==> src/design/dpm_ram.sv <==
// ----------------------------------------------------------------------------
// dpm_ram
// Simple dual-port synchronous ram, one write and one registered read port.
// ----------------------------------------------------------------------------
module dpm_ram #(
    parameter int ADDR_W = 6,
    parameter int DATA_W = 8
) (
    input  logic              i_clk,
    input  logic              i_we,
    input  logic [ADDR_W-1:0] i_waddr,
    input  logic [DATA_W-1:0] i_wdata,
    input  logic [ADDR_W-1:0] i_raddr,
    output logic [DATA_W-1:0] o_rdata
);
    logic [DATA_W-1:0] r_mem [1<<ADDR_W];
    logic [DATA_W-1:0] r_rdata;

    always_ff @(posedge i_clk) begin
        if (i_we) begin
            r_mem[i_waddr] <= i_wdata;
        end
        r_rdata <= r_mem[i_raddr];
    end

    assign o_rdata = r_rdata;
endmodule

==> config.mk <==
export PLATFORM = sky130hd
export DESIGN_NAME = dpm_ram
export DESIGN_NICKNAME = d
export VERILOG_FILES = /design/src/design/dpm_ram.sv
export SDC_FILE = /design/constraint.sdc
export NUM_CORES = 1
export LEC_CHECK = 0
export BUFFER_PORTS_ARGS = -buffer_cell sky130_fd_sc_hd__buf_2
export CAP_MARGIN = 20
export CORE_MARGIN = 8
export CORE_UTILIZATION = 62
export DETAILED_ROUTE_END_ITERATION = 7
export HOLD_SLACK_MARGIN = 0.05
export PLACE_DENSITY = 0.79
export REMOVE_ABC_BUFFERS = 1
export SLEW_MARGIN = 20
export SYNTH_ARGS = -nofsm -noshare
export SYNTH_HDL_FRONTEND = slang
export SYNTH_SLANG_ARGS = --single-unit
==> constraint.sdc <==
create_clock -name i_clk -period 2.23 [get_ports i_clk]
set_input_delay 0.223 -clock i_clk [delete_from_list [all_inputs] [get_ports i_clk]]
set_output_delay 0.223 -clock i_clk [all_outputs]
set_load 0.02 [all_outputs]
==> results of run 1 <==
## worst max path at each step
stage | end | depth (start not counted) | slack [ns]
floorplan | o_rdata[4] | 5 | 0.55
detailed placement | o_rdata[3] | 6 | -0.19
finish | o_rdata[4] | 6 | 0.09
global route | o_rdata[4] | 6 | 0.009
global placement | o_rdata[3] | 6 | -0.17
CTS | o_rdata[4] | 6 | 0.06
## power groups by stage
stage / Sequential [mW] / Clock, mW / Combinational [mW]
2_1_floorplan: 11.1 / 0 / 0.419
3_3_place_gp: 11.1 / 0 / 1.09
3_5_place_dp: 11.1 / 0 / 1.12
4_1_cts: 10.9 / 8.45 / 1.13
5_1_grt: 10.9 / 8.80 / 1.19
6_report: 10.9 / 8.37 / 1.13
## cells by family after synthesis
kind of cell           synth area share
flip-flops                        0.770
multiplexers                      0.159
AND/OR/NAND/NOR                  0.0339
AO/OA/AOI/OAI                    0.0207
buffers and inverters            0.0157
## sequential cells by signal (all words and copies together), names as in the netlist
| register | flops |
|---|---|
| o_rdata | 8 |
| r_mem | 512 |
## layout make-up
type / count / area, µm²
timing repair buffer: 176 / 1480
multi-input combinational: 369 / 4320
clock buffer: 69 / 1390
fill: 1814 / 8770
antenna: 1 / 2.50
clock inverter: 21 / 250
tap: 442 / 553
sequential: 520 / 15500
## layer usage
layer  share of wire  up-vias
met4           0.040        0
met3           0.094      105
met5               0        -
met2            0.48      587
met1            0.38     5403
li1                -     4270
## layout by cell type (no fill, tap or decap), types with 3 or more instances in the layout
master | netlist | routed
o2111ai_1 | 3 | 3
edfxtp_1 | 512 | 512
o22ai_1 | 8 | 8
nor2b_1 | 14 | 14
clkbuf_1 | 17 | 11
nand2_1 | 19 | 19
o221ai_1 | 8 | 8
o2bb2ai_1 | 3 | 3
buf_2 | 11 | 26
a21oi_1 | 3 | 3
bufinv_16 | 0 | 4
mux2i_1 | 23 | 23
nand3b_1 | 3 | 3
mux2_2 | 13 | 13
a211oi_1 | 4 | 4
mux4_2 | 126 | 126
nor2_1 | 83 | 83
nor3_1 | 7 | 7
a221oi_1 | 6 | 6
clkbuf_16 | 0 | 49
clkinv_1 | 0 | 7
nand3_1 | 13 | 13
a22oi_1 | 3 | 3
buf_4 | 13 | 132
nand2b_1 | 7 | 7
clkbuf_8 | 0 | 10
dfxtp_1 | 8 | 8
clkinv_2 | 0 | 6
buf_12 | 2 | 17
## metrics by stage
stage               area (µm²)  power [mW]  hold WS, ns  TNS (ns)
finish                   23500        20.4       0.0994         0
global placement         21900        12.2        0.668    -0.293
floorplan                19900        11.5        0.322         0
global route             23500        20.8        0.110         0
CTS                      23500        20.4       0.0885         0
detailed placement       21900        12.2        0.662    -0.423
## worst max-delay path: stages, from the launching register on
cell	delay, ns
edfxtp_1	0.36
mux4_2	0.47
mux2_2	0.29
o221a_2	0.31
nor3_1	0.30
buf_4	0.18
o32ai_1	0.10
==> impl_metrics.yaml, run 1 <==
critical_path:
  rr_startpoint: "r_mem[16][4]"
  crit_type: "reg -> reg"
  required_ns: 2.68
  reg2reg_slack_ns: 0.09
  setup.worst_path.end_class: "flip-flop"
  crit_path_start_kind: "flip-flop"
  arrival_ns: 2.59
  path_max_fanout: 1
  reg2reg_depth: 6
  worstReg2RegEnd: "o_rdata[4]"
  crit_start: "r_mem[16][4]"
min_path:
  hp-start: "i_wdata[7]"
  hp-class: "in -> reg"
  hold-path-endpoint: "r_mem[51][7]"
  holdPathStages: 1
pwr:
  p_sw_frac: 0.208
  internal_power_mw: 16.1
  power_leakage_nw: 7.70
  power_switching_mw: 4.24
  seq_power_share: 0.533
  powerDensity_mw_per_mm2: 866
  clkPwrFrac: 0.411
  vdd_drop_max_mv: 0.833
  pwr-share-comb: 0.055
clocking:
  cts_sinks: 520
  cts.root.buffer_cell: "clkbuf_16"
  post-cts-setup-buffers: 0
  postCtsResizedCells: 0
  worstSkewPairLatency_ns: 0.60
  cts-buffers-inserted: 49
  clockBufferDepth: 3
  cts.clk_slew.worst_paths_ns: 0.06
  cts_tree: "built"
  h-tree-depth: 2
  hold_buffers: 0
finish:
  fin_util: 0.729
  syn_to_final_growth_pct: 16.6
  final_nets: 1138
  fin_cells: 1598
  drive_gt1_frac: 0.337
synth:
  synth_edf_count: 512
  async_flop_share: 0
  synth.most_common_cell: "edfxtp_1"
  synth_cell_types: 40
  synthesis.area_mm2: 0.0202
  yosysTopAreaCellShare: 0.762
  synthFlopType: "edfxtp_1"
  yosysTopAreaCell: "edfxtp_1"
  synth_commonest_cells: "512 x edfxtp_1, 126 x mux4_2, 83 x nor2_1"
  synth_area_leaders: "edfxtp_1 76%, mux4_2 14%, nor2_1 1.5%"
  synth_seq_area_share: 0.770
  yosysWarningCount: 0
  netlist_instances: 940
  avgSynthCellArea_um2: 21.5
  ys_ff_latch: 520
global_route:
  grtUsageTotal: 0.242
  grt_pass1_wl_mm: 68.0
  grt_pass1_vias: 10772
  grtUsageMet1: 0.327
  use_met3: 0.0501
  grt_start_max_net_pins: 65
  grt.busiest_layer: "met2"
  antenna_found_initial: 0
  grt_overflow_total: 0
  grt_use_met2: 0.387
drt:
  viasPerCell: 6.49
  wl_per_cell_um: 28.7
  route.vias.total: 10365
  dr.pass1.iters: 6
  drc: 0
  drt-initial-drc-count: 1330
  antenna_left: 0
  wl_mm: 45.9
sta:
  grt_setup_unrepaired: "false"
  slew_headroom: 0.498
  final_hold_viol_count: 0
  min_period_over_period: 0.961
  fin_ws_ns: 0.0874
  drv_slew: 0
  max_freq_mhz: 467
  clock_skew_ns: 0.0261
  fin_crit_ns: 2.14
  tightest_slew_ns: 0.753
  setup_viol: 0
placement:
  globalplace.congestion: 0.858
  io_buffer_count: 29
  pre_cts_slack_ns: -0.191
  dp_hpwl_mm: 29.6
  dp.cells: 1507
status:
  outcome: "finished clean"
floorplanning:
  die_area_mm2: 0.0386
  die_y_um: 196
  rows: 66
  core_mm2: 0.0323
  boundaryPins: 30
  initial_core_util: 0.625
  die_w_um: 196
flow_run:
  drv_cap: 0
Note: power is estimated with default switching activity, not from simulation.
==> run 2, diff against run 1 <==
--- a/config.mk
+++ b/config.mk
@@ -11,7 +11,7 @@
 export CORE_UTILIZATION = 62
 export DETAILED_ROUTE_END_ITERATION = 7
 export HOLD_SLACK_MARGIN = 0.05
-export PLACE_DENSITY = 0.79
+export PLACE_DENSITY = 0.88
 export REMOVE_ABC_BUFFERS = 1
 export SLEW_MARGIN = 20
 export SYNTH_ARGS = -nofsm -noshare
==> run 2 against run 1 <==
Wire length is 4.2% higher. Sequential share of layout area increased by 1.0 points. Sequential power is essentially flat. Critical path depth fell by 1. Power fell by 3.5%. Die area is the same. Cell area down 1.6%. Combinational power about the same. Core utilization decreased by 1.1 points. Clock power is 8.4% lower.
==> impl_metrics.yaml, run 2 (synthesis results as in run 1) <==
global_route:
  antenna_found_initial: 5
  grtUsageTotal: 0.248
  grt_pass1_vias: 10858
  grt_start_max_net_pins: 65
  grt_overflow_total: 0
  grt_pass1_wl_mm: 69.8
critical_path:
  crit_start: "r_mem[21][6]"
  crit_path_end: "o_rdata[6]"
  worstReg2RegEnd: "o_rdata[6]"
  crit_path_start_kind: "flip-flop"
  crit_type: "reg -> reg"
  path_max_fanout: 1
  arrival_ns: 2.58
  reg2reg_slack_ns: 0.08
  setup.worst_path.end_class: "flip-flop"
  required_ns: 2.66
  reg2reg_depth: 5
  rr_startpoint: "r_mem[21][6]"
sta:
  whs_ns: 0.131
  setup_viol: 0
  min_period_over_period: 0.964
  fin_tns_setup_ns: 0
  grt_setup_unrepaired: "false"
  slew_headroom: 0.450
  drv_slew: 0
  tightest_slew_ns: 0.825
  fin_crit_ns: 2.15
  clock_skew_ns: 0.0254
  final_hold_viol_count: 0
  max_freq_mhz: 465
finish:
  fin_cells: 1581
  ff_latch_area_mm2: 0.0155
  syn_to_final_growth_pct: 14.8
  layout_commonest_cell: "edfxtp_1"
  top_register: "r_mem"
  final_area_mm2: 0.0232
  final_nets: 1124
  drive_gt1_frac: 0.321
  final_cell_mix: "512 x edfxtp_1, 126 x mux4_2, 125 x buf_4"
  fill_cells: 1729
  largest_reg_flops: 512
  multi_input_comb_area_mm2: 0.00432
drt:
  wl_per_cell_um: 30.2
  drc: 0
  drt-initial-drc-count: 1519
  wl_mm: 47.8
  dr.pass1.iters: 6
  antenna_left: 0
  route.vias.total: 10630
  viasPerCell: 6.72
placement:
  globalplace.congestion: 0.864
  io_buffer_count: 29
  place_area_mm2: 0.0217
  dp.cells: 1492
  dp_hpwl_mm: 29.1
clocking:
  worstSkewPairLatency_ns: 0.56
  postCtsResizedCells: 0
  cts_tree: "built"
  clockBufferDepth: 3
  cts.root.buffer_cell: "clkbuf_16"
  cts_sinks: 520
  h-tree-depth: 2
  cts.clk_slew.worst_paths_ns: 0.06
  cts-buffers-inserted: 49
pwr:
  power_switching_mw: 4.10
  internal_power_mw: 15.5
  seq_power_share: 0.553
  p_sw_frac: 0.209
  pwr-share-comb: 0.057
  powerDensity_mw_per_mm2: 849
  clkPwrFrac: 0.391
  vdd_drop_max_mv: 0.663
  power_leakage_nw: 7.51
flow_run:
  drv_cap: 0
floorplanning:
  die_area_mm2: 0.0386
  boundaryPins: 30
  rows: 66
  initial_core_util: 0.625
  die_y_um: 196
  core_mm2: 0.0323
  die_w_um: 196
status:
  outcome: "finished clean"
min_path:
  hp-class: "in -> reg"
  hp-start: "i_raddr[5]"
==> run 2: cell types whose count changed in the layout (fill, tap and decap cells not counted), sizes merged <==
cell,previous run,this run
buf,175,160
clkbuf,70,64
clkinv,15,18
bufinv,4,2
inv,1,3
dlygate4sd3,0,1
==> run 2: power by group through the flow <==
stage	Clock [mW]	Combinational (mW)	Sequential, mW
after floorplan	0	0.419	11.1
after global placement	0	1.04	11.1
after detailed placement	0	1.09	11.1
after CTS	7.73	1.11	10.9
after global routing	8.06	1.17	10.9
final	7.67	1.12	10.9
==> run 2: area by class of cell <==
cell class	count	area share
Antenna cell	1	0.000108
Clock buffer	63	0.0552
Clock inverter	24	0.00789
Multi-Input combinational cell	369	0.186
Sequential cell	520	0.671
Tap cell	442	0.0239
Timing Repair Buffer	162	0.0556
==> run 2: what timing repair did <==
| action | CTS | global route |
|---|---|---|
| endpoints found under the hold margin | 6 | 0 |
| hold buffers | 1 | 0 |
| setup buffers | 0 | 0 |
==> run 2: critical path, cell delays in order, from the launching register on <==
cell	delay (ns)
edfxtp_1	0.38
mux4_2	0.49
mux2_2	0.30
o221a_2	0.30
nor3_1	0.40
o32ai_1	0.16
==> run 2: through the flow <==
step                utilization  setup slack, ns  power [mW]
floorplan                     -            0.546        11.5
global placement          0.671          -0.0624        12.1
detailed placement        0.671           -0.155        12.1
CTS                       0.717            0.146        19.7
global route              0.717           0.0107        20.1
finish                    0.717           0.0804        19.7
==> run 2: worst min path at each step <==
stage | to | slack [ns] | cells past startpoint
after floorplan | r_mem[0][0] | 0.32 | 0
after global placement | r_mem[58][0] | 0.61 | 1
after detailed placement | r_mem[58][0] | 0.62 | 1
after CTS | o_rdata[2] | 0.09 | 3
after global routing | o_rdata[2] | 0.14 | 3
final | o_rdata[2] | 0.13 | 3
==> run 2: layer usage <==
metal | wire [µm] | track usage | share of wire | up-vias
li1 | - | - | - | 4249
met4 | 1880 | 0.0969 | 0.039 | 8
met1 | 17200 | 0.331 | 0.36 | 5450
met2 | 23000 | 0.398 | 0.48 | 787
met3 | 5670 | 0.0587 | 0.12 | 136
met5 | 56 | 0 | 0.0012 | -
==> run 3, diff against run 2 <==
--- a/config.mk
+++ b/config.mk
@@ -7,13 +7,12 @@
 export LEC_CHECK = 0
 export BUFFER_PORTS_ARGS = -buffer_cell sky130_fd_sc_hd__buf_2
 export CAP_MARGIN = 20
-export CORE_MARGIN = 8
+export CORE_MARGIN = 2
 export CORE_UTILIZATION = 62
 export DETAILED_ROUTE_END_ITERATION = 7
 export HOLD_SLACK_MARGIN = 0.05
 export PLACE_DENSITY = 0.88
 export REMOVE_ABC_BUFFERS = 1
-export SLEW_MARGIN = 20
 export SYNTH_ARGS = -nofsm -noshare
 export SYNTH_HDL_FRONTEND = slang
 export SYNTH_SLANG_ARGS = --single-unit
==> run 3 against run 2 <==
Register-to-register slack better by 0.12 ns. Wire length increased by 6.3%. Die area down 12%. Core utilization is 0.39 points lower. Global-route usage is 6.2 points higher. Sequential share of layout area is 0.36 points higher. Critical path type unchanged. Sequential power hardly changed. Critical path depth unchanged. Largest cell class unchanged. Clock skew is 0.0057 ns lower. Clock power fell by 2%. Combinational power is essentially flat.
==> impl_metrics.yaml, run 3 (synthesis results as in run 1) <==
placement:
  dp.cells: 1479
  dp_hpwl_mm: 30.3
  globalplace.congestion: 0.932
  io_buffer_count: 29
  place_area_mm2: 0.0216
  pre_cts_slack_ns: -0.0430
pwr:
  powerDensity_mw_per_mm2: 847
  vdd_drop_max_mv: 0.534
  power_leakage_nw: 7.44
sta:
  max_freq_mhz: 494
  fin_ws_ns: 0.204
  final_hold_viol_count: 0
  setup_viol: 0
  grt_setup_unrepaired: "false"
  fin_crit_ns: 2.03
  tightest_slew_ns: 0.799
  slew_headroom: 0.467
  min_period_over_period: 0.909
  drv_slew: 0
  clock_skew_ns: 0.0197
drt:
  drt-initial-drc-count: 1798
  met3_length_mm: 5.39
  wl_mm: 50.8
  antenna_left: 0
  wl_met1_mm: 17.9
  drc: 0
  route.vias.total: 10985
  viasPerCell: 7.00
  wl_per_cell_um: 32.4
  dr.max_layer_used: "met5"
  dr.pass1.iters: 5
  route.met2.wl_mm: 25.0
min_path:
  hp-class: "in -> reg"
  hp-start: "i_raddr[5]"
  holdPathStages: 3
  hold-path-endpoint: "o_rdata[2]"
finish:
  largest_reg_flops: 512
  final_area_mm2: 0.0230
  layout_commonest_cell: "edfxtp_1"
  top_register: "r_mem"
  drive_gt1_frac: 0.310
  final_nets: 1111
  final_cell_mix: "512 x edfxtp_1, 126 x mux4_2, 111 x buf_4"
  syn_to_final_growth_pct: 14.2
  fin_cells: 1569
clocking:
  hold_buffers: 0
  h-tree-depth: 2
  clockBufferDepth: 3
  cts.clk_slew.worst_paths_ns: 0.06
  postCtsResizedCells: 0
  worstSkewPairLatency_ns: 0.56
  cts.root.buffer_cell: "clkbuf_16"
  post-cts-setup-buffers: 0
  cts_tree: "built"
  cts_sinks: 520
  cts-buffers-inserted: 48
flow_run:
  drv_cap: 0
critical_path:
  required_ns: 2.64
  reg2reg_depth: 5
  arrival_ns: 2.44
  rr_startpoint: "r_mem[21][4]"
  worstReg2RegEnd: "o_rdata[4]"
  crit_type: "reg -> reg"
  setup.worst_path.end_class: "flip-flop"
  reg2reg_slack_ns: 0.20
  path_max_fanout: 1
  crit_path_start_kind: "flip-flop"
floorplanning:
  core_mm2: 0.0323
  die_y_um: 184
  initial_core_util: 0.625
  boundaryPins: 30
  die_w_um: 184
  die_area_mm2: 0.0340
  rows: 66
status:
  outcome: "finished clean"
global_route:
  grt_start_max_net_pins: 65
  antenna_found_initial: 3
  grtUsageTotal: 0.310
  grt_pass1_vias: 11126
  grt_overflow_total: 0
  grt_pass1_wl_mm: 73.9
==> run 3: through the flow <==
stage | power [mW] | hold slack [ns] | setup TNS, ns | utilization
detailed placement | 12.1 | 0.631 | -0.0621 | 0.668
global route | 20.0 | 0.0981 | 0 | 0.713
CTS | 19.5 | 0.0635 | 0 | 0.712
floorplan | 11.5 | 0.322 | 0 | -
global placement | 12.1 | 0.626 | -0.0598 | 0.668
finish | 19.5 | 0.0843 | 0 | 0.713
==> run 3: final cells by class <==
cell class / count / area (µm²)
clock buffer: 63 / 1280
tap: 442 / 553
multi-input combinational: 369 / 4320
sequential: 520 / 15500
antenna: 2 / 5.00
timing repair buffer: 150 / 1220
fill: 1752 / 9260
clock inverter: 23 / 125
==> run 3: how the worst max path moves through the flow <==
stage | from | end | cells past startpoint
floorplan | r_mem[29][4] | o_rdata[4] | 5
global placement | i_raddr[0] | o_rdata[5] | 8
detailed placement | i_raddr[0] | o_rdata[5] | 8
CTS | r_mem[21][4] | o_rdata[4] | 5
global route | r_mem[3][5] | o_rdata[5] | 5
finish | r_mem[21][4] | o_rdata[4] | 5
==> run 3: layer usage <==
layer | GRT usage | vias up
met5 | 0 | -
met4 | 0.139 | 4
met3 | 0.0715 | 212
met2 | 0.503 | 950
met1 | 0.409 | 5603
li1 | - | 4216
==> run 3: critical path: stages (launching register included) <==
cell      delay, ns
edfxtp_1       0.36
mux4_2         0.54
mux2_2         0.30
o221a_2        0.29
nor3_1         0.26
o32ai_1        0.14
==> run 3: report_power, final <==
group	leakage, nW	switching, mW	internal [mW]
Sequential	4.67	0.0477	10.8
Clock	0.684	3.38	4.13
Combinational	2.08	0.695	0.441
Total	7.44	4.13	15.4
