==> config.mk <==
export PLATFORM = sky130hd
export DESIGN_NAME = dpm_ctrl
export DESIGN_NICKNAME = d
export VERILOG_FILES = /design/src/design/dpm_pkg.sv /design/src/design/dpm_ctrl.sv
export SDC_FILE = /design/constraint.sdc
export NUM_CORES = 1
export LEC_CHECK = 0
export ABC_AREA = 1
export ABC_CLOCK_PERIOD_IN_PS = 3060
export BUFFER_PORTS_ARGS = -buffer_cell sky130_fd_sc_hd__buf_2
export CORE_UTILIZATION = 50
export DETAILED_ROUTE_END_ITERATION = 12
export PLACE_DENSITY = 0.83
export SLEW_MARGIN = 30
export SYNTH_ARGS = -nofsm -noshare
export SYNTH_HDL_FRONTEND = slang
export SYNTH_SLANG_ARGS = --single-unit
==> constraint.sdc <==
create_clock -name i_clk -period 3.06 [get_ports i_clk]
set_input_delay 0.612 -clock i_clk [delete_from_list [all_inputs] [get_ports i_clk]]
set_output_delay 0.612 -clock i_clk [all_outputs]
set_load 0.02 [all_outputs]
==> src/design/dpm_pkg.sv <==
// ----------------------------------------------------------------------------
// dpm_pkg
// Shared sizes, codes and memory port types of the demand paging swap manager.
// ----------------------------------------------------------------------------
package dpm_pkg;

    localparam int FRAME_COUNT   = 4;
    localparam int PAGE_BYTES    = 16;
    localparam int ENTRY_BYTES   = 4;
    localparam int SWAP_SLOTS    = 64;
    localparam int PROCESS_COUNT = 4;

    localparam int ENTRIES  = PAGE_BYTES / ENTRY_BYTES;
    localparam int VA_LIMIT = ENTRIES * PAGE_BYTES;
    localparam int FRAME_W  = $clog2(FRAME_COUNT);
    localparam int PAGE_W   = $clog2(PAGE_BYTES);
    localparam int ENT_W    = $clog2(ENTRIES);
    localparam int EB_W     = $clog2(ENTRY_BYTES);
    localparam int SLOT_W   = $clog2(SWAP_SLOTS);
    localparam int FADDR_W  = FRAME_W + PAGE_W;
    localparam int SADDR_W  = SLOT_W + PAGE_W;
    localparam int CNT_W    = SADDR_W;

    localparam int KIND_W = 2;
    localparam int PID_W  = 2;
    localparam int VA_W   = 8;
    localparam int BYTE_W = 8;
    localparam int EV_W   = 4;
    localparam int OFR_W  = 2;
    localparam int OSL_W  = 6;
    localparam int OPA_W  = 6;
    localparam int OVP_W  = 2;

    localparam logic [KIND_W-1:0] K_MAP   = 2'd0;
    localparam logic [KIND_W-1:0] K_STORE = 2'd1;
    localparam logic [KIND_W-1:0] K_LOAD  = 2'd2;
    localparam logic [KIND_W-1:0] K_BAD   = 2'd3;

    localparam logic [EV_W-1:0] EV_SWAP_OUT  = 4'd0;
    localparam logic [EV_W-1:0] EV_TABLE_IN  = 4'd1;
    localparam logic [EV_W-1:0] EV_TABLE_NEW = 4'd2;
    localparam logic [EV_W-1:0] EV_MAPPED    = 4'd3;
    localparam logic [EV_W-1:0] EV_PERM      = 4'd4;
    localparam logic [EV_W-1:0] EV_STORED    = 4'd5;
    localparam logic [EV_W-1:0] EV_LOADED    = 4'd6;
    localparam logic [EV_W-1:0] EV_BAD_REQ   = 4'd7;
    localparam logic [EV_W-1:0] EV_BAD_VAL   = 4'd8;
    localparam logic [EV_W-1:0] EV_SAME      = 4'd9;
    localparam logic [EV_W-1:0] EV_NO_MAP    = 4'd10;
    localparam logic [EV_W-1:0] EV_RD_ONLY   = 4'd11;
    localparam logic [EV_W-1:0] EV_SWAP_FULL = 4'd12;

    localparam logic [EB_W-1:0] B_FRAME = 2'd0;
    localparam logic [EB_W-1:0] B_VALID = 2'd1;
    localparam logic [EB_W-1:0] B_WRITE = 2'd2;
    localparam logic [EB_W-1:0] B_PRES  = 2'd3;

    typedef enum logic [1:0] {
        FK_EMPTY,
        FK_DATA,
        FK_TABLE
    } t_fkind;

    typedef struct packed {
        logic               we;
        logic [FADDR_W-1:0] waddr;
        logic [BYTE_W-1:0]  wdata;
        logic [FADDR_W-1:0] raddr;
    } t_fmem_req;

    typedef struct packed {
        logic               we;
        logic [SADDR_W-1:0] waddr;
        logic [BYTE_W-1:0]  wdata;
        logic [SADDR_W-1:0] raddr;
    } t_smem_req;

endpackage

==> src/design/dpm_ctrl.sv <==
// ----------------------------------------------------------------------------
// dpm_ctrl
// Request sequencer: table lookups, victim choice, page exchange and events.
// ----------------------------------------------------------------------------
module dpm_ctrl (
    input  logic                       i_clk,
    input  logic                       i_rst_n,
    input  logic                       i_start,
    input  logic [dpm_pkg::KIND_W-1:0] i_kind,
    input  logic [dpm_pkg::PID_W-1:0]  i_pid,
    input  logic [dpm_pkg::VA_W-1:0]   i_virtual_address,
    input  logic [dpm_pkg::BYTE_W-1:0] i_value,
    output logic                       o_busy,
    output logic                       o_valid,
    output logic [dpm_pkg::EV_W-1:0]   o_event_res,
    output logic [dpm_pkg::OFR_W-1:0]  o_frame_index,
    output logic [dpm_pkg::OSL_W-1:0]  o_swap_slot,
    output logic [dpm_pkg::OPA_W-1:0]  o_physical_address,
    output logic [dpm_pkg::OVP_W-1:0]  o_virtual_page,
    output logic [dpm_pkg::BYTE_W-1:0] o_read_data,
    output logic                       o_last,
    output dpm_pkg::t_fmem_req         o_fmem,
    input  logic [dpm_pkg::BYTE_W-1:0] i_frdata,
    output dpm_pkg::t_smem_req         o_smem,
    input  logic [dpm_pkg::BYTE_W-1:0] i_srdata
);
    import dpm_pkg::*;

    typedef enum logic [4:0] {
        S_CLR, S_IDLE, S_CHECK, S_ENS, S_EN_GF, S_EN_X, S_NT_GF, S_NT_CLR,
        S_NT_FIN, S_ENT_RD, S_DECIDE, S_MP_UPD, S_MP_GF, S_MP_WR, S_AC_GF,
        S_AC_X, S_AC_W3, S_AC_OP, S_LD_EM, S_GF_FREE, S_GF_SCAN, S_GF_VICT,
        S_RT_RD, S_RT_CHK, S_RT_W3, S_RT_W0, S_GF_XCH, S_XCH, S_GF_FIN
    } t_state;

    t_state              r_state, r_gret, r_xret;
    logic [CNT_W-1:0]    r_cnt;
    logic [KIND_W-1:0]   r_kind;
    logic [PID_W-1:0]    r_pid;
    logic [VA_W-1:0]     r_va;
    logic [BYTE_W-1:0]   r_val;
    logic [FRAME_W-1:0]  r_tf  [PROCESS_COUNT];
    logic [SLOT_W-1:0]   r_ts  [PROCESS_COUNT];
    logic                r_tin [PROCESS_COUNT];
    logic                r_tsw [PROCESS_COUNT];
    t_fkind              r_fk  [FRAME_COUNT];
    logic [PID_W-1:0]    r_fo  [FRAME_COUNT];
    logic                r_used [SWAP_SLOTS];
    logic [FRAME_W-1:0]  r_vptr;
    logic                r_gok;
    logic [FRAME_W-1:0]  r_gfr;
    logic [SLOT_W-1:0]   r_gs;
    logic                r_rt_sw;
    logic [SLOT_W-1:0]   r_rt_idx;
    logic [ENT_W-1:0]    r_rt_e;
    logic [BYTE_W-1:0]   r_rb [ENTRY_BYTES];
    logic [BYTE_W-1:0]   r_eb [ENTRY_BYTES];
    logic [FRAME_W-1:0]  r_xf;
    logic [SLOT_W-1:0]   r_xs;
    logic [FRAME_W-1:0]  r_f;
    logic [SLOT_W-1:0]   r_from;

    logic                r_o_valid;
    logic [EV_W-1:0]     r_o_ev;
    logic [OFR_W-1:0]    r_o_fr;
    logic [OSL_W-1:0]    r_o_sl;
    logic [OPA_W-1:0]    r_o_pa;
    logic [OVP_W-1:0]    r_o_vp;
    logic [BYTE_W-1:0]   r_o_rd;
    logic                r_o_last;

    logic [ENT_W-1:0]    vp;
    logic [PAGE_W-1:0]   off;
    logic [CNT_W-1:0]    cnt_m1;
    logic [EB_W-1:0]     bidx;
    logic                ff_found;
    logic [FRAME_W-1:0]  ff_idx;
    logic                v_found;
    logic [FRAME_W-1:0]  v_c;
    logic [FRAME_W-1:0]  v_next;
    logic [PID_W-1:0]    own;
    logic [BYTE_W-1:0]   rt_rdata;
    int                  ci;

    assign vp       = r_va[PAGE_W +: ENT_W];
    assign off      = r_va[PAGE_W-1:0];
    assign cnt_m1   = r_cnt - 1'b1;
    assign bidx     = cnt_m1[EB_W-1:0];
    assign rt_rdata = r_rt_sw ? i_srdata : i_frdata;
    assign own      = r_fo[v_c];
    assign v_next   = (v_c == FRAME_W'(FRAME_COUNT-1)) ? '0 : v_c + 1'b1;

    // lowest free frame
    always_comb begin
        ff_found = 1'b0;
        ff_idx   = '0;
        for (int f = FRAME_COUNT-1; f >= 0; f--) begin
            if (r_fk[f] == FK_EMPTY) begin
                ff_found = 1'b1;
                ff_idx   = FRAME_W'(f);
            end
        end
    end

    // round-robin victim, skipping the requester's own table
    always_comb begin
        v_found = 1'b0;
        v_c     = '0;
        ci      = 0;
        for (int k = 0; k < FRAME_COUNT; k++) begin
            ci = int'(r_vptr) + k;
            if (ci >= FRAME_COUNT) begin
                ci = ci - FRAME_COUNT;
            end
            if (!v_found && !(r_fk[ci] == FK_TABLE && r_fo[ci] == r_pid)) begin
                v_found = 1'b1;
                v_c     = FRAME_W'(ci);
            end
        end
    end

    // memory ports
    always_comb begin
        o_fmem = '0;
        o_smem = '0;
        case (r_state)
            S_CLR: begin
                o_smem.we    = 1'b1;
                o_smem.waddr = r_cnt[SADDR_W-1:0];
                o_fmem.we    = (32'(r_cnt) < FRAME_COUNT*PAGE_BYTES);
                o_fmem.waddr = r_cnt[FADDR_W-1:0];
            end
            S_XCH: begin
                o_fmem.raddr = {r_xf, r_cnt[PAGE_W-1:0]};
                o_smem.raddr = {r_xs, r_cnt[PAGE_W-1:0]};
                if (r_cnt != '0) begin
                    o_fmem.we    = 1'b1;
                    o_fmem.waddr = {r_xf, cnt_m1[PAGE_W-1:0]};
                    o_fmem.wdata = i_srdata;
                    o_smem.we    = 1'b1;
                    o_smem.waddr = {r_xs, cnt_m1[PAGE_W-1:0]};
                    o_smem.wdata = i_frdata;
                end
            end
            S_RT_RD: begin
                o_fmem.raddr = {r_rt_idx[FRAME_W-1:0], r_rt_e, r_cnt[EB_W-1:0]};
                o_smem.raddr = {r_rt_idx, r_rt_e, r_cnt[EB_W-1:0]};
            end
            S_RT_W3, S_RT_W0: begin
                o_fmem.we    = !r_rt_sw;
                o_smem.we    = r_rt_sw;
                o_fmem.waddr = {r_rt_idx[FRAME_W-1:0], r_rt_e,
                                (r_state == S_RT_W3) ? B_PRES : B_FRAME};
                o_smem.waddr = {r_rt_idx, r_rt_e,
                                (r_state == S_RT_W3) ? B_PRES : B_FRAME};
                o_fmem.wdata = (r_state == S_RT_W3) ? '0 : BYTE_W'(r_gs);
                o_smem.wdata = o_fmem.wdata;
            end
            S_NT_CLR: begin
                o_fmem.we    = 1'b1;
                o_fmem.waddr = {r_gfr, r_cnt[PAGE_W-1:0]};
            end
            S_ENT_RD: begin
                o_fmem.raddr = {r_tf[r_pid], vp, r_cnt[EB_W-1:0]};
            end
            S_MP_UPD: begin
                o_fmem.we    = 1'b1;
                o_fmem.waddr = {r_tf[r_pid], vp, B_WRITE};
                o_fmem.wdata = r_val;
            end
            S_MP_WR: begin
                o_fmem.we    = 1'b1;
                o_fmem.waddr = {r_tf[r_pid], vp, r_cnt[EB_W-1:0]};
                case (r_cnt[EB_W-1:0])
                    B_FRAME: o_fmem.wdata = BYTE_W'(r_gfr);
                    B_WRITE: o_fmem.wdata = r_val;
                    default: o_fmem.wdata = BYTE_W'(1);
                endcase
            end
            S_AC_X: begin
                o_fmem.we    = 1'b1;
                o_fmem.waddr = {r_tf[r_pid], vp, B_FRAME};
                o_fmem.wdata = BYTE_W'(r_gfr);
            end
            S_AC_W3: begin
                o_fmem.we    = 1'b1;
                o_fmem.waddr = {r_tf[r_pid], vp, B_PRES};
                o_fmem.wdata = BYTE_W'(1);
            end
            S_AC_OP: begin
                o_fmem.raddr = {r_f, off};
                o_fmem.waddr = {r_f, off};
                o_fmem.wdata = r_val;
                o_fmem.we    = (r_kind == K_STORE) && (r_eb[B_WRITE] != '0);
            end
            default: begin
            end
        endcase
    end

    always_ff @(posedge i_clk) begin
        if (!i_rst_n) begin
            r_state   <= S_CLR;
            r_gret    <= S_IDLE;
            r_xret    <= S_IDLE;
            r_cnt     <= '0;
            r_vptr    <= '0;
            r_gok     <= 1'b0;
            r_o_valid <= 1'b0;
            for (int p = 0; p < PROCESS_COUNT; p++) begin
                r_tin[p] <= 1'b0;
                r_tsw[p] <= 1'b0;
            end
            for (int f = 0; f < FRAME_COUNT; f++) begin
                r_fk[f] <= FK_EMPTY;
                r_fo[f] <= '0;
            end
            for (int s = 0; s < SWAP_SLOTS; s++) begin
                r_used[s] <= 1'b0;
            end
        end else begin
            r_o_valid <= 1'b0;
            r_o_ev    <= '0;
            r_o_fr    <= '0;
            r_o_sl    <= '0;
            r_o_pa    <= '0;
            r_o_rd    <= '0;
            r_o_last  <= 1'b0;
            r_o_vp    <= OVP_W'(r_va >> PAGE_W);
            case (r_state)
                S_CLR: begin
                    r_cnt <= r_cnt + 1'b1;
                    if (r_cnt == CNT_W'(SWAP_SLOTS*PAGE_BYTES-1)) begin
                        r_cnt   <= '0;
                        r_state <= S_IDLE;
                    end
                end
                S_IDLE: begin
                    if (i_start) begin
                        r_kind  <= i_kind;
                        r_pid   <= i_pid;
                        r_va    <= i_virtual_address;
                        r_val   <= i_value;
                        r_state <= S_CHECK;
                    end
                end
                S_CHECK: begin
                    if (r_kind == K_BAD || 32'(r_va) >= VA_LIMIT
                            || 32'(r_pid) >= PROCESS_COUNT) begin
                        r_o_valid <= 1'b1;
                        r_o_ev    <= EV_BAD_REQ;
                        r_o_last  <= 1'b1;
                        r_state   <= S_IDLE;
                    end else if (r_kind == K_MAP && r_val > BYTE_W'(1)) begin
                        r_o_valid <= 1'b1;
                        r_o_ev    <= EV_BAD_VAL;
                        r_o_last  <= 1'b1;
                        r_state   <= S_IDLE;
                    end else begin
                        r_state <= S_ENS;
                    end
                end
                S_ENS: begin
                    if (r_tin[r_pid]) begin
                        r_cnt   <= '0;
                        r_state <= S_ENT_RD;
                    end else if (!r_tsw[r_pid]) begin
                        if (r_kind == K_MAP) begin
                            r_gret  <= S_NT_GF;
                            r_state <= S_GF_FREE;
                        end else begin
                            r_o_valid <= 1'b1;
                            r_o_ev    <= EV_NO_MAP;
                            r_o_last  <= 1'b1;
                            r_state   <= S_IDLE;
                        end
                    end else begin
                        r_gret  <= S_EN_GF;
                        r_state <= S_GF_FREE;
                    end
                end
                S_EN_GF: begin
                    if (!r_gok) begin
                        r_o_valid <= 1'b1;
                        r_o_ev    <= EV_SWAP_FULL;
                        r_o_last  <= 1'b1;
                        r_state   <= S_IDLE;
                    end else begin
                        r_xf    <= r_gfr;
                        r_xs    <= r_ts[r_pid];
                        r_xret  <= S_EN_X;
                        r_cnt   <= '0;
                        r_state <= S_XCH;
                    end
                end
                S_EN_X: begin
                    r_used[r_ts[r_pid]] <= 1'b0;
                    r_tsw[r_pid]        <= 1'b0;
                    r_tin[r_pid]        <= 1'b1;
                    r_tf[r_pid]         <= r_gfr;
                    r_fk[r_gfr]         <= FK_TABLE;
                    r_fo[r_gfr]         <= r_pid;
                    r_o_valid           <= 1'b1;
                    r_o_ev              <= EV_TABLE_IN;
                    r_o_fr              <= OFR_W'(r_gfr);
                    r_o_sl              <= OSL_W'(r_ts[r_pid]);
                    r_cnt               <= '0;
                    r_state             <= S_ENT_RD;
                end
                S_NT_GF: begin
                    if (!r_gok) begin
                        r_o_valid <= 1'b1;
                        r_o_ev    <= EV_SWAP_FULL;
                        r_o_last  <= 1'b1;
                        r_state   <= S_IDLE;
                    end else begin
                        r_cnt   <= '0;
                        r_state <= S_NT_CLR;
                    end
                end
                S_NT_CLR: begin
                    r_cnt <= r_cnt + 1'b1;
                    if (r_cnt == CNT_W'(PAGE_BYTES-1)) begin
                        r_state <= S_NT_FIN;
                    end
                end
                S_NT_FIN: begin
                    r_fk[r_gfr]  <= FK_TABLE;
                    r_fo[r_gfr]  <= r_pid;
                    r_tf[r_pid]  <= r_gfr;
                    r_tin[r_pid] <= 1'b1;
                    r_o_valid    <= 1'b1;
                    r_o_ev       <= EV_TABLE_NEW;
                    r_o_fr       <= OFR_W'(r_gfr);
                    r_cnt        <= '0;
                    r_state      <= S_ENT_RD;
                end
                S_ENT_RD: begin
                    if (r_cnt != '0) begin
                        r_eb[bidx] <= i_frdata;
                    end
                    r_cnt <= r_cnt + 1'b1;
                    if (r_cnt == CNT_W'(ENTRY_BYTES)) begin
                        r_state <= S_DECIDE;
                    end
                end
                S_DECIDE: begin
                    if (r_kind == K_MAP) begin
                        if (r_eb[B_VALID] != '0) begin
                            if (r_eb[B_WRITE] == r_val) begin
                                r_o_valid <= 1'b1;
                                r_o_ev    <= EV_SAME;
                                r_o_last  <= 1'b1;
                                r_state   <= S_IDLE;
                            end else begin
                                r_state <= S_MP_UPD;
                            end
                        end else begin
                            r_gret  <= S_MP_GF;
                            r_state <= S_GF_FREE;
                        end
                    end else if (r_eb[B_VALID] == '0) begin
                        r_o_valid <= 1'b1;
                        r_o_ev    <= EV_NO_MAP;
                        r_o_last  <= 1'b1;
                        r_state   <= S_IDLE;
                    end else if (r_eb[B_PRES] == '0) begin
                        if (32'(r_eb[B_FRAME]) >= SWAP_SLOTS) begin
                            r_o_valid <= 1'b1;
                            r_o_ev    <= EV_NO_MAP;
                            r_o_last  <= 1'b1;
                            r_state   <= S_IDLE;
                        end else begin
                            r_gret  <= S_AC_GF;
                            r_state <= S_GF_FREE;
                        end
                    end else if (32'(r_eb[B_FRAME]) >= FRAME_COUNT) begin
                        r_o_valid <= 1'b1;
                        r_o_ev    <= EV_NO_MAP;
                        r_o_last  <= 1'b1;
                        r_state   <= S_IDLE;
                    end else begin
                        r_f     <= FRAME_W'(r_eb[B_FRAME]);
                        r_from  <= '0;
                        r_state <= S_AC_OP;
                    end
                end
                S_MP_UPD: begin
                    r_o_valid <= 1'b1;
                    r_o_ev    <= EV_PERM;
                    r_o_last  <= 1'b1;
                    r_state   <= S_IDLE;
                end
                S_MP_GF: begin
                    if (!r_gok) begin
                        r_o_valid <= 1'b1;
                        r_o_ev    <= EV_SWAP_FULL;
                        r_o_last  <= 1'b1;
                        r_state   <= S_IDLE;
                    end else begin
                        r_fk[r_gfr] <= FK_DATA;
                        r_fo[r_gfr] <= r_pid;
                        r_cnt       <= '0;
                        r_state     <= S_MP_WR;
                    end
                end
                S_MP_WR: begin
                    r_cnt <= r_cnt + 1'b1;
                    if (r_cnt == CNT_W'(ENTRY_BYTES-1)) begin
                        r_o_valid <= 1'b1;
                        r_o_ev    <= EV_MAPPED;
                        r_o_fr    <= OFR_W'(r_gfr);
                        r_o_last  <= 1'b1;
                        r_state   <= S_IDLE;
                    end
                end
                S_AC_GF: begin
                    if (!r_gok) begin
                        r_o_valid <= 1'b1;
                        r_o_ev    <= EV_SWAP_FULL;
                        r_o_last  <= 1'b1;
                        r_state   <= S_IDLE;
                    end else begin
                        r_xf    <= r_gfr;
                        r_xs    <= SLOT_W'(r_eb[B_FRAME]);
                        r_xret  <= S_AC_X;
                        r_cnt   <= '0;
                        r_state <= S_XCH;
                    end
                end
                S_AC_X: begin
                    r_used[r_xs] <= 1'b0;
                    r_fk[r_gfr]  <= FK_DATA;
                    r_fo[r_gfr]  <= r_pid;
                    r_from       <= r_xs;
                    r_f          <= r_gfr;
                    r_state      <= S_AC_W3;
                end
                S_AC_W3: begin
                    r_state <= S_AC_OP;
                end
                S_AC_OP: begin
                    if (r_kind == K_STORE) begin
                        r_o_valid <= 1'b1;
                        r_o_last  <= 1'b1;
                        r_state   <= S_IDLE;
                        if (r_eb[B_WRITE] == '0) begin
                            r_o_ev <= EV_RD_ONLY;
                        end else begin
                            r_o_ev <= EV_STORED;
                            r_o_fr <= OFR_W'(r_f);
                            r_o_sl <= OSL_W'(r_from);
                            r_o_pa <= OPA_W'({r_f, off});
                        end
                    end else begin
                        r_state <= S_LD_EM;
                    end
                end
                S_LD_EM: begin
                    r_o_valid <= 1'b1;
                    r_o_ev    <= EV_LOADED;
                    r_o_fr    <= OFR_W'(r_f);
                    r_o_sl    <= OSL_W'(r_from);
                    r_o_pa    <= OPA_W'({r_f, off});
                    r_o_rd    <= i_frdata;
                    r_o_last  <= 1'b1;
                    r_state   <= S_IDLE;
                end
                S_GF_FREE: begin
                    if (ff_found) begin
                        r_gok   <= 1'b1;
                        r_gfr   <= ff_idx;
                        r_state <= r_gret;
                    end else begin
                        r_cnt   <= '0;
                        r_state <= S_GF_SCAN;
                    end
                end
                S_GF_SCAN: begin
                    if (!r_used[r_cnt[SLOT_W-1:0]]) begin
                        r_gs    <= r_cnt[SLOT_W-1:0];
                        r_state <= S_GF_VICT;
                    end else if (r_cnt == CNT_W'(SWAP_SLOTS-1)) begin
                        r_gok   <= 1'b0;
                        r_state <= r_gret;
                    end else begin
                        r_cnt <= r_cnt + 1'b1;
                    end
                end
                S_GF_VICT: begin
                    if (!v_found) begin
                        r_gok   <= 1'b0;
                        r_state <= r_gret;
                    end else begin
                        r_vptr <= v_next;
                        r_gfr  <= v_c;
                        r_rt_e <= '0;
                        r_cnt  <= '0;
                        if (r_fk[v_c] == FK_DATA) begin
                            if (r_tin[own]) begin
                                r_rt_sw  <= 1'b0;
                                r_rt_idx <= SLOT_W'(r_tf[own]);
                                r_state  <= S_RT_RD;
                            end else if (r_tsw[own]) begin
                                r_rt_sw  <= 1'b1;
                                r_rt_idx <= r_ts[own];
                                r_state  <= S_RT_RD;
                            end else begin
                                r_state <= S_GF_XCH;
                            end
                        end else begin
                            r_tin[own] <= 1'b0;
                            r_tsw[own] <= 1'b1;
                            r_ts[own]  <= r_gs;
                            r_state    <= S_GF_XCH;
                        end
                    end
                end
                S_RT_RD: begin
                    if (r_cnt != '0) begin
                        r_rb[bidx] <= rt_rdata;
                    end
                    r_cnt <= r_cnt + 1'b1;
                    if (r_cnt == CNT_W'(ENTRY_BYTES)) begin
                        r_state <= S_RT_CHK;
                    end
                end
                S_RT_CHK: begin
                    if (r_rb[B_VALID] != '0 && r_rb[B_PRES] != '0
                            && r_rb[B_FRAME] == BYTE_W'(r_gfr)) begin
                        r_state <= S_RT_W3;
                    end else if (r_rt_e == ENT_W'(ENTRIES-1)) begin
                        r_state <= S_GF_XCH;
                    end else begin
                        r_rt_e  <= r_rt_e + 1'b1;
                        r_cnt   <= '0;
                        r_state <= S_RT_RD;
                    end
                end
                S_RT_W3: begin
                    r_state <= S_RT_W0;
                end
                S_RT_W0: begin
                    r_state <= S_GF_XCH;
                end
                S_GF_XCH: begin
                    r_xf    <= r_gfr;
                    r_xs    <= r_gs;
                    r_xret  <= S_GF_FIN;
                    r_cnt   <= '0;
                    r_state <= S_XCH;
                end
                S_XCH: begin
                    r_cnt <= r_cnt + 1'b1;
                    if (r_cnt == CNT_W'(PAGE_BYTES)) begin
                        r_state <= r_xret;
                    end
                end
                S_GF_FIN: begin
                    r_used[r_gs] <= 1'b1;
                    r_fk[r_gfr]  <= FK_EMPTY;
                    r_o_valid    <= 1'b1;
                    r_o_ev       <= EV_SWAP_OUT;
                    r_o_fr       <= OFR_W'(r_gfr);
                    r_o_sl       <= OSL_W'(r_gs);
                    r_gok        <= 1'b1;
                    r_state      <= r_gret;
                end
                default: begin
                    r_state <= S_IDLE;
                end
            endcase
        end
    end

    assign o_busy             = (r_state != S_IDLE);
    assign o_valid            = r_o_valid;
    assign o_event_res        = r_o_ev;
    assign o_frame_index      = r_o_fr;
    assign o_swap_slot        = r_o_sl;
    assign o_physical_address = r_o_pa;
    assign o_virtual_page     = r_o_vp;
    assign o_read_data        = r_o_rd;
    assign o_last             = r_o_last;
endmodule

==> metrics.md <==
| Metric | Value |
|---|---|
| CTS tree | `built` |
| Highest Clock Rate | `309 MHz` |
| Slew Limit Fails | `0` |
| Kind of end point of the critical path | `flip-flop` |
| Final worst slack | `-181 ps` |
| Crit share post-route | `106%` |
| Skew-Pair Late Insertion Delay | `between 500 and 600 ps` |
| Overall power | `between 0.009 and 0.01 W` |
| Nets@finish | `2169` |
| Final min period | `about 3200 ps` |
| Yosys top cell by area | `edfxtp_1` |
| Post-route cell area | `around 0.019 sq mm` |
| Cell chain of the critical path | `inv_1, nand2_1, nand2_1, nand2_1, nand3_2, nand2_2, nand3_4, nor2_4, nand2_2, nand2_2, nand2_4, nand2_8, nand2_2, nand2_1, nand2_2, nand2_4, nand3_1, nand2_4, nor2_4, nand2_2, nand2_2, nor3_2, buf_4` |
| Clock tree sinks | `about 300` |
| Critical Path Source | `r_fo[0][0]` |
| Post-route ant nets | `0` |
| Clock Tree Root | `clkbuf_16` |
| Critical path's largest stage delay | `530 ps` |
| Num CTS Buffers | `31` |
| Max-cap violations | `0` |
| Die Footprint | `0.0312 sq mm` |
| Failing checks | `setup timing` |
| Gr usage total | `between 30% and 40%` |
| Register area share after synthesis | `51.2%` |
| Count leader, synth | `nand2_1` |
| R2R Path Start | `r_fo[0][0]` |
| Avg WL per Cell | `approximately 21 um` |
| Synthesized instance count | `approximately 1900` |
| Maximum vdd drop | `0.586 mV` |
| Power per cell area | `roughly 500 mW/mm^2` |
| Initial antenna violation count | `1` |
| Predominant post-synthesis flop cell | `edfxtp_1` |
| Number of enable flip-flop cells after synthesis | `roughly 190` |
| Chip Height | `between 150 and 200 um` |
| Final hold vios | `0` |
| Syn_nets | `between 1500 and 2000` |
| Layout Utilization | `65.3%` |
| YS warnings | `0` |
| Startpoint types | `flip-flop` |
| Filler cells | `between 2000 and 2500` |
| Total grt overflow | `0` |
| Top Ports | `120` |
| Clock Tree Buf Depth | `3` |
| Routed vias | `between 15000 and 20000` |
| Antenna diode count | `0` |
| Mapped Avg Cell Area | `8.22 sq um` |
| Crit path to | `r_rt_idx[3]` |
| H-Tree Depth | `1` |
| Placer congestion estimate | `1.05` |
| Drt pass-1 iters | `6` |
| Yosys cell types | `67` |
| Number of global-route vias before repair | `14000` |
| Synth Cell Area | `0.0152 sq mm` |
| FF-to-FF End | `r_rt_idx[3]` |
| Max Clock Skew | `between 15 and 20 ps` |
| Synth top area share | `a little under two fifths` |
| Clock slew at reported path FFs | `about 60 ps` |
| Worst reg-to-reg path cell count | `23` |
| First-pass GRT wire length | `roughly 77000 um` |
| RSZ-0062 raised after global routing | `yes` |
| Slew @ Worst Pin | `roughly 770 ps` |
| Largest net degree at the start of global routing | `between 100 and 150` |
| CP Max Fanout | `8` |
| Slew Limit Headroom | `roughly half` |
| Initial DRC Count | `about 2000` |
| Final HPWL DP | `about 38000 um` |
| LEAKAGE | `approximately 8 nW` |
| Post-CTS Hold Buffers | `0` |
| HP Class | `in -> reg` |
| Slowest CP cell | `edfxtp_1` |
| Most common library cells after synthesis | `nand2_1, nor2_1, inv_1, edfxtp_1, nand3_1` |
| Cell mode on critical path | `nand2_2` |
| Min Hold Slack | `a little under 200 ps` |
| Number of synthesized register bits | `about 300` |
| Final setup viols | `37` |
| WS Path Type | `reg -> reg` |
| Largest cells by area after synthesis | `edfxtp_1, dfxtp_1, nand2_1` |
| Core footprint | `between 0.02 and 0.03 sq mm` |
| Layout cells sized above 1 | `25.4%` |
| Layout area overhead | `27.7%` |
| Initial Util | `51.1%` |
| CP required | `around 3400 ps` |
| Sum Neg Setup Slack | `-2730 ps` |
| Buffers on Ports | `about 120` |
| Final WL | `approximately 52000 um` |
| Vias/cell | `~6.0` |
| Status | `finished, violations left` |
| # rows | `between 60 and 70` |
| Crit path DAT | `between 3000 and 4000 ps` |
| R2r setup slk | `-180 ps` |
| Remaining DRCs | `0` |
| Placed inst area | `0.0170 sq mm` |
| FFs w/ async S/R, synth | `0%` |
| DIE WIDTH | `between 150 and 200 um` |
timing repair:
action | in CTS | in global routing
resized for setup | 83 | 169
pin swaps | 7 | 46
hold endpoints to repair | 0 | 0
setup buffers | 11 | 44
endpoints found under the setup margin | 44 | 90
power breakdown:
part           internal, W  switching [W]  leakage [nW]
combinational     0.000401       0.000709          4.88
sequential         0.00427      0.0000431          2.63
clock              0.00255        0.00165         0.546
cell families (layout without fill, tap and decap cells):
kind of cell,count (synthesis),count (layout),share of synthesized area (%)
adder cells (fa/ha/maj),7,7,0.575
XOR/XNOR,9,9,0.517
AND/OR/NAND/NOR,917,917,26.8
AO/OA/AOI/OAI,351,351,13.9
flip-flops,296,296,51.2
buffers and inverters,274,568,6.99
stage by stage:
stage                     worst slack [ps]  instances
final                                 -181       2538
after global routing                  -325       2538
after CTS                            -25.1       2495
after detailed placement             -16.4       2426
after global placement                 102       2426
after floorplan                        107       1854
how the worst min path moves through the flow:
stage | from | to | slack (ps) | depth (start not counted)
after floorplan | r_gret[0] | r_gret[0] | 420 | 2
after global placement | r_xret[2] | r_xret[2] | 430 | 2
after detailed placement | r_gret[0] | r_gret[0] | 440 | 2
after CTS | i_value[4] | r_val[4] | 190 | 1
after global routing | i_virtual_address[2] | r_va[2] | 190 | 1
final | i_value[1] | r_val[1] | 200 | 1
sequential cells by signal (all words and copies together), names as in the netlist, 4 cells and up, named ones only:
signal,flops
o_event_res,4
o_physical_address,6
o_read_data,8
o_swap_slot,6
r_cnt,10
r_eb,32
r_fk,8
r_fo,8
r_from,6
r_gret,4
r_gs,6
r_rb,24
r_rt_idx,6
r_state,5
r_tf,8
r_tin,4
r_ts,24
r_tsw,4
r_used,64
r_va,8
r_val,8
r_xret,5
r_xs,6
metal layers:
layer / share of wire, % / up-vias / track usage [%]
met2: 44 / 1031 / 49.6
met3: 12 / 185 / 8.74
met4: 4.2 / 4 / 11.4
li1: - / 6899 / -
met5: 0.13 / - / 0
met1: 39 / 7146 / 42.7
final cells by class:
cell class	count	area, sq um	share of cell area [%]
Clock buffer	37	798	4.10
Clock inverter	21	332	1.70
Inverter	221	883	4.54
Multi-Input combinational cell	1284	7060	36.3
Sequential cell	296	7840	40.3
Tap cell	390	488	2.51
Timing Repair Buffer	289	2060	10.6
critical path: cells and delay by family, from the launching register on:
kind                   cells  cell delay [ps]
buffers and inverters      2              320
and+or+nand+nor           21             2100
DFF                        1              530
placed cells by master, fill, tap and decap left out, types with 9 or more instances in the layout:
cell type,instances
nand2_4,13
o22ai_1,27
edfxtp_1,188
nor2_1,234
o21ai_1,24
o211ai_1,16
buf_2,97
nor3_2,14
nor3_1,20
nand3_2,13
nor2_2,15
nor2_4,21
nand3_1,133
inv_1,178
buf_6,19
nand2_1,356
nand4_1,22
o21ai_0,129
nor4_1,20
nand2_2,27
o221ai_1,10
buf_4,167
clkbuf_16,31
dfxtp_1,100
inv_2,25
inv_4,9
a21oi_1,58
Note: power is estimated with default switching activity, not from simulation.
